==> src/rtl/bbg_pkg.sv <==
// Shared types, constants and codes for the Brownian bridge generator.
package bbg_pkg;

  localparam int unsigned CHANNELS_DEF = 16;

  localparam logic [31:0] PERIOD_RST = 32'd89478;
  localparam logic [31:0] NSCALE_RST = 32'd19604207;
  localparam logic [31:0] THIGH_RST  = 32'h0100_0000;
  localparam logic [31:0] TLOW_RST   = 32'h0000_0000;

  localparam logic [7:0] CFG_SAMPLE_PERIOD = 8'd0;
  localparam logic [7:0] CFG_NOISE_SCALE   = 8'd1;
  localparam logic [7:0] CFG_TRIGGER_HIGH  = 8'd2;
  localparam logic [7:0] CFG_TRIGGER_LOW   = 8'd3;

  localparam int unsigned QUOT_W = 35;
  localparam logic [QUOT_W-1:0] DRIFT_CAP = QUOT_W'(64'd1 << 34);

  typedef struct packed {
    logic [3:0]         channel;
    logic signed [31:0] trigger_level;
    logic signed [31:0] range;
    logic signed [31:0] offset;
    logic signed [31:0] noise_level;
    logic signed [47:0] duration;
    logic signed [15:0] gauss_sample;
  } bbg_in_t;

  typedef struct packed {
    logic [3:0]         channel_out;
    logic signed [31:0] signal;
  } bbg_out_t;

  typedef struct packed {
    logic signed [31:0] out_value;
    logic signed [47:0] elapsed;
    logic signed [47:0] dur;
    logic               trig;
  } bbg_state_t;

  typedef struct packed {
    logic [31:0] sample_period;
    logic [31:0] noise_scale;
    logic [31:0] trigger_high;
    logic [31:0] trigger_low;
  } bbg_cfg_t;

  typedef enum logic [3:0] {
    OP_NONE, OP_LOAD, OP_READ, OP_PREP, OP_GS, OP_STEP, OP_DIFF,
    OP_MULH, OP_MULL, OP_DIVI, OP_DIV, OP_FIN
  } bbg_op_e;

  typedef enum logic [3:0] {
    ST_IDLE, ST_READ, ST_PREP, ST_GS, ST_STEP, ST_DIFF, ST_MULH, ST_MULL,
    ST_DIVI, ST_DIV, ST_FIN
  } bbg_state_e;

  typedef struct packed {
    bbg_op_e op;
  } bbg_cmd_t;

  typedef struct packed {
    logic active;
    logic div_last;
    logic out_free;
  } bbg_stat_t;

endpackage

==> src/rtl/bbg_ctrl.sv <==
// Sequencer that walks one tick through the datapath.
module bbg_ctrl import bbg_pkg::*; (
  input  logic      clk_i,
  input  logic      rst_ni,
  input  logic      in_valid_i,
  output logic      busy_o,
  input  bbg_stat_t stat_i,
  output bbg_cmd_t  cmd_o
);

  bbg_state_e state_q, state_d;

  always_ff @(posedge clk_i or negedge rst_ni) begin
    if (!rst_ni) begin
      state_q <= ST_IDLE;
    end else begin
      state_q <= state_d;
    end
  end

  always_comb begin
    state_d = state_q;
    cmd_o.op = OP_NONE;
    busy_o = 1'b1;
    case (state_q)
      ST_IDLE: begin
        busy_o = 1'b0;
        if (in_valid_i) begin
          cmd_o.op = OP_LOAD;
          state_d = ST_READ;
        end
      end
      ST_READ: begin
        cmd_o.op = OP_READ;
        state_d = ST_PREP;
      end
      ST_PREP: begin
        cmd_o.op = OP_PREP;
        state_d = ST_GS;
      end
      ST_GS: begin
        // endpoint ticks skip the noise and drift path
        if (stat_i.active) begin
          cmd_o.op = OP_GS;
          state_d = ST_STEP;
        end else begin
          state_d = ST_FIN;
        end
      end
      ST_STEP: begin
        cmd_o.op = OP_STEP;
        state_d = ST_DIFF;
      end
      ST_DIFF: begin
        cmd_o.op = OP_DIFF;
        state_d = ST_MULH;
      end
      ST_MULH: begin
        cmd_o.op = OP_MULH;
        state_d = ST_MULL;
      end
      ST_MULL: begin
        cmd_o.op = OP_MULL;
        state_d = ST_DIVI;
      end
      ST_DIVI: begin
        cmd_o.op = OP_DIVI;
        state_d = ST_DIV;
      end
      ST_DIV: begin
        cmd_o.op = OP_DIV;
        if (stat_i.div_last) state_d = ST_FIN;
      end
      ST_FIN: begin
        // hold until the output register can take the beat
        if (stat_i.out_free) begin
          cmd_o.op = OP_FIN;
          state_d = ST_IDLE;
        end
      end
      default: state_d = ST_IDLE;
    endcase
  end

endmodule

==> config.mk <==
export PLATFORM = sky130hd
export DESIGN_NAME = bbg_ctrl
export DESIGN_NICKNAME = d
export VERILOG_FILES = /design/src/rtl/bbg_pkg.sv /design/src/rtl/bbg_ctrl.sv
export SDC_FILE = /design/constraint.sdc
export NUM_CORES = 1
export LEC_CHECK = 0
export BUFFER_PORTS_ARGS = -buffer_cell sky130_fd_sc_hd__buf_2
export CAP_MARGIN = 10
export CORE_AREA = 2 2 39 41
export CTS_CLUSTER_DIAMETER = 30
export DETAILED_ROUTE_END_ITERATION = 10
export DIE_AREA = 0 0 41 43
export GPL_TIMING_DRIVEN = 0
export PLACE_DENSITY_LB_ADDON = 0.08
export SETUP_SLACK_MARGIN = 0.4
export SLEW_MARGIN = 15
export SYNTH_ARGS = -nofsm -noshare
export SYNTH_HDL_FRONTEND = slang
export SYNTH_SLANG_ARGS = --single-unit
==> constraint.sdc <==
create_clock -name clk_i -period 1.1 [get_ports clk_i]
set_input_delay 0.11 -clock clk_i [delete_from_list [all_inputs] [get_ports clk_i]]
set_output_delay 0.11 -clock clk_i [all_outputs]
set_load 0.02 [all_outputs]
### After elaboration in Yosys (flattened, before gate mapping)

Index checks and enable logic that the tools add are counted.

* word-level logic and storage cells: 26
* register bits after elaboration: 4
* output and inout bits: 5
* input port bits: 6

* eq/ne operators: 13
* muxes and demuxes: 10
* reduce and logical (&&, ||, !) cells: 2

Operator list (count)
* 4-bit case mux with 11 select lines: 2
* 4-bit two-way mux: 5
* 4-bit by 3-bit == test with 1-bit output, second input constant: 4
* 4-bit == test, second input constant: 3
* 4-bit by 2-bit == test with 1-bit output, second input constant: 2
* 2-bit != test, second input constant: 3
* 4-bit by 1-bit == test with 1-bit output, second input constant: 1
* 4-bit zero test: 1
* 3-bit two-way mux: 1
* 3-bit AND reduction: 1
* 1-bit two-way mux: 2

### Logic depth before layout (Yosys ltp)

* word-level depth: 3
* depth in mapped cells: 4
* gate-level depth less buffers: 3

### Worst setup path before layout

Ideal clock, no wire load.

* path kind: reg2out
* start: register state_q[1]
* end: output cmd_o[0] (netlist name)
* arrival: 1.298 ns
* slack: -0.308 ns
* path buffers: 1
* stages on the path, launching flop included: 5
* required time: 0.990 ns
* cells stage by stage: dfrtp_1 -> buf_2 -> nor2b_1 -> o21a_1 -> nor3_1

RTL lines
* from (decl): RTL line bbg_ctrl.sv:11 `bbg_state_e state_q, state_d;`
* from (signal assigned): RTL line bbg_ctrl.sv:17 `state_q <= state_d;`
* to (decl): RTL line bbg_ctrl.sv:8 `output bbg_cmd_t cmd_o`

### Worst setup path in the final report

* start: register state_q[0]
* end: output busy_o

* longest elaborated chain between the ends: 2

RTL lines
* 4-bit zero test: RTL line bbg_ctrl.sv:25 `case (state_q)`
* 1-bit two-way mux: RTL line bbg_ctrl.sv:25
* to (decl): RTL line bbg_ctrl.sv:6 `output logic busy_o,`

No other way between the ends.

==> run summary <==
Run status: finished with violations
Failing checks: negative setup slack
Peak VDD IR: 1.43 mV
CP Capture Type: primary output
Total CTS buffers: 3
Fin crit share: 138%
Max FFs per register: 4
Leak Pwr: 0.368 nW
Core area: 0.00138 mm^2
Initial DRC count: 4
H-Tree Depth: 1
Fmax: 0.657 GHz
P&R area growth vs syn: 136%
Top cells by area, synth: dfrtp_1, nand2_1, nand2b_1
Library cells used by synthesis: 27
Met1 Use GR: 21.2%
Synth async-reset ratio: 100%
CP Data Required Time: 0.99 ns
Fin crit period: 1.52 ns
Post-synth EDFFs: 0
Clock Sinks: 4
Row cnt: 14
Pwr dens: 3160 mW/mm^2
Hold slack: 0.200 ns
Worst slew pin tran: 0.303 ns
Gr ovfl total: 0
Max-cap violations: 0
Final WL: 1.42 mm
Netlist Area Pre-Place: 354 um^2
Initial core utilization: 25.6%
Root Buffer: clkbuf_4
Hold crit path type: input port to async pin
First-pass GRT wire length: 2.04 mm
DR pass1 iterations: 4
CP arrival: 1.41 ns
CP Launch Type: flop
Post-route ant nets: 0
Setup TNS: -2.51 ns
Top-count cell post-synth: nand2_1
CTS tree: yes
Top reg by flops: state_q
I/O pins: 11
Clock latency at the later pin of the worst-skew pair: 0.25 ns
Yosys warning count: 0
Die Span Y: 43 um
Met2 Track Usage GR: 27.5%
IO buf count: 10
Post-synth top cells: nand2_1, dfrtp_1
Gpl congestion: 0.720
Reg clk slew, reported paths: 0.05 ns
Largest net degree at the start of global routing: 8
Crit Path Class: flop to primary output
Die Wd: 41 um
Area leader, netlist: dfrtp_1
Top Registers: state_q (4)
Fill cell count: 105
RSZ-0062 raised after global routing: true
Initial antenna violation count: 0
Top FF cell, synth: dfrtp_1
Max-slew violations: 0
Sequential fraction of the synthesis area: 28.3%
Max transition margin: 79.6%
CP max-delay cell: or4_4
Remaining DRCs: 0
Fin. Hold Viols: 0
Area share of the largest cell type after synthesis: 28.3%
Synth Area per Inst: 8.23 um^2
Gate Count Post-Synth: 43
Vias in the first global route: 460
Most Crowded Layer GR: met2
Vias: 469
Worst-path maximum fanout: 3
# diodes: 0
Global Route Usage Sum: 17.0%
Full die area: 0.00176 mm^2
Yosys reg bits: 4
Share of cells above drive strength 1: 71.4%
Met3 usage: 0.524%
Crit-path cells: or4_4 > buf_6
Synth Net Count: 49
Final Setup Violations: 9
WL per Instance: 15.2 um
Crit-path leading delay family: simple AND/OR/NAND/NOR gates
Vias/cell: 5.04
Nets: 84
Crit-path max cell delay: 0.55 ns
Setup WS post-layout: -0.422 ns
Buf/Inv on CP: 1
Final HPWL DP: 693 um
Clock Tree Buf Depth: 2
Skew final: 0.0159 ns
==> logic make-up after synthesis <==
| group | Yosys count | synth area share, % |
|---|---|---|
| and+or+nand+nor | 18 | 26.5 |
| AOI/OAI and AO/OA | 15 | 33.6 |
| DFF | 4 | 28.3 |
| buffers and inverters | 5 | 8.83 |
| muxes | 1 | 2.83 |
==> report_power, final <==
part / switching [W] / total (W) / leakage (nW) / internal (W)
clock: 0.0000694 / 0.000206 / 0.0150 / 0.000137
sequential: 0.0000869 / 0.000308 / 0.0462 / 0.000221
combinational: 0.000923 / 0.00213 / 0.306 / 0.00121
total: 0.00108 / 0.00265 / 0.368 / 0.00157
==> timing repair <==
item,CTS,global route
hold buffers,1,0
endpoints found under the setup margin,9,9
pin swaps,6,5
gates resized for setup,22,16
endpoints found under the hold margin,4,0
setup buffers,13,6
==> per-stage QoR <==
stage / setup WS (ns) / area [um^2] / total power [W] / util, % / instances
2_1_floorplan: -0.108 / 422 / 0.00119 / - / 43
3_3_place_gp: -0.244 / 492 / 0.00141 / 35.5 / 69
4_1_cts: -0.413 / 699 / 0.00214 / 50.5 / 87
6_report: -0.422 / 837 / 0.00265 / 60.5 / 93
5_1_grt: -0.456 / 837 / 0.00280 / 60.5 / 93
3_5_place_dp: -0.263 / 492 / 0.00142 / 35.5 / 69
==> placed cells by master, fill, tap and decap left out, types with 2 or more instances in the layout <==
master    count
buf_2         5
buf_6        14
nor2_2        2
nand2_1       3
clkbuf_4      3
dfrtp_2       3
buf_12        2
buf_4        10
buf_8         2
nor2b_4       2
nand2b_1      2
o21a_1        2
==> per-layer routing <==
metal	wire, um	up-vias
li1	-	226
met3	31	2
met5	0	-
met2	841	13
met4	19	0
met1	524	228
==> path summary, 6_finish.rpt <==
check / to / start / cells after the start / slack, ns
max in group asynchronous: state_q[2] / rst_ni / 2 / 0.75
worst max-delay path: busy_o / state_q[0] / 2 / -0.42
min in group clk_i: state_q[0] / stat_i[1] / 3 / 0.22
worst min register to register: state_q[0] / state_q[0] / 2 / 0.70
worst min-delay path: state_q[3] / rst_ni / 2 / 0.20
worst max register to register: state_q[0] / state_q[3] / 4 / -0.28
==> cell type report <==
| cell class | count | area (um^2) | share of cell area (%) |
|---|---|---|---|
| tap | 16 | 20.0 | 2.39 |
| clock buffer | 4 | 26.3 | 3.14 |
| inverter | 1 | 3.75 | 0.448 |
| sequential | 4 | 104 | 12.4 |
| timing repair buffer | 30 | 285 | 34.1 |
| multi-input combinational | 34 | 345 | 41.3 |
| buffer | 4 | 52.6 | 6.28 |
No activity file was read; power rests on OpenSTA's default activity.
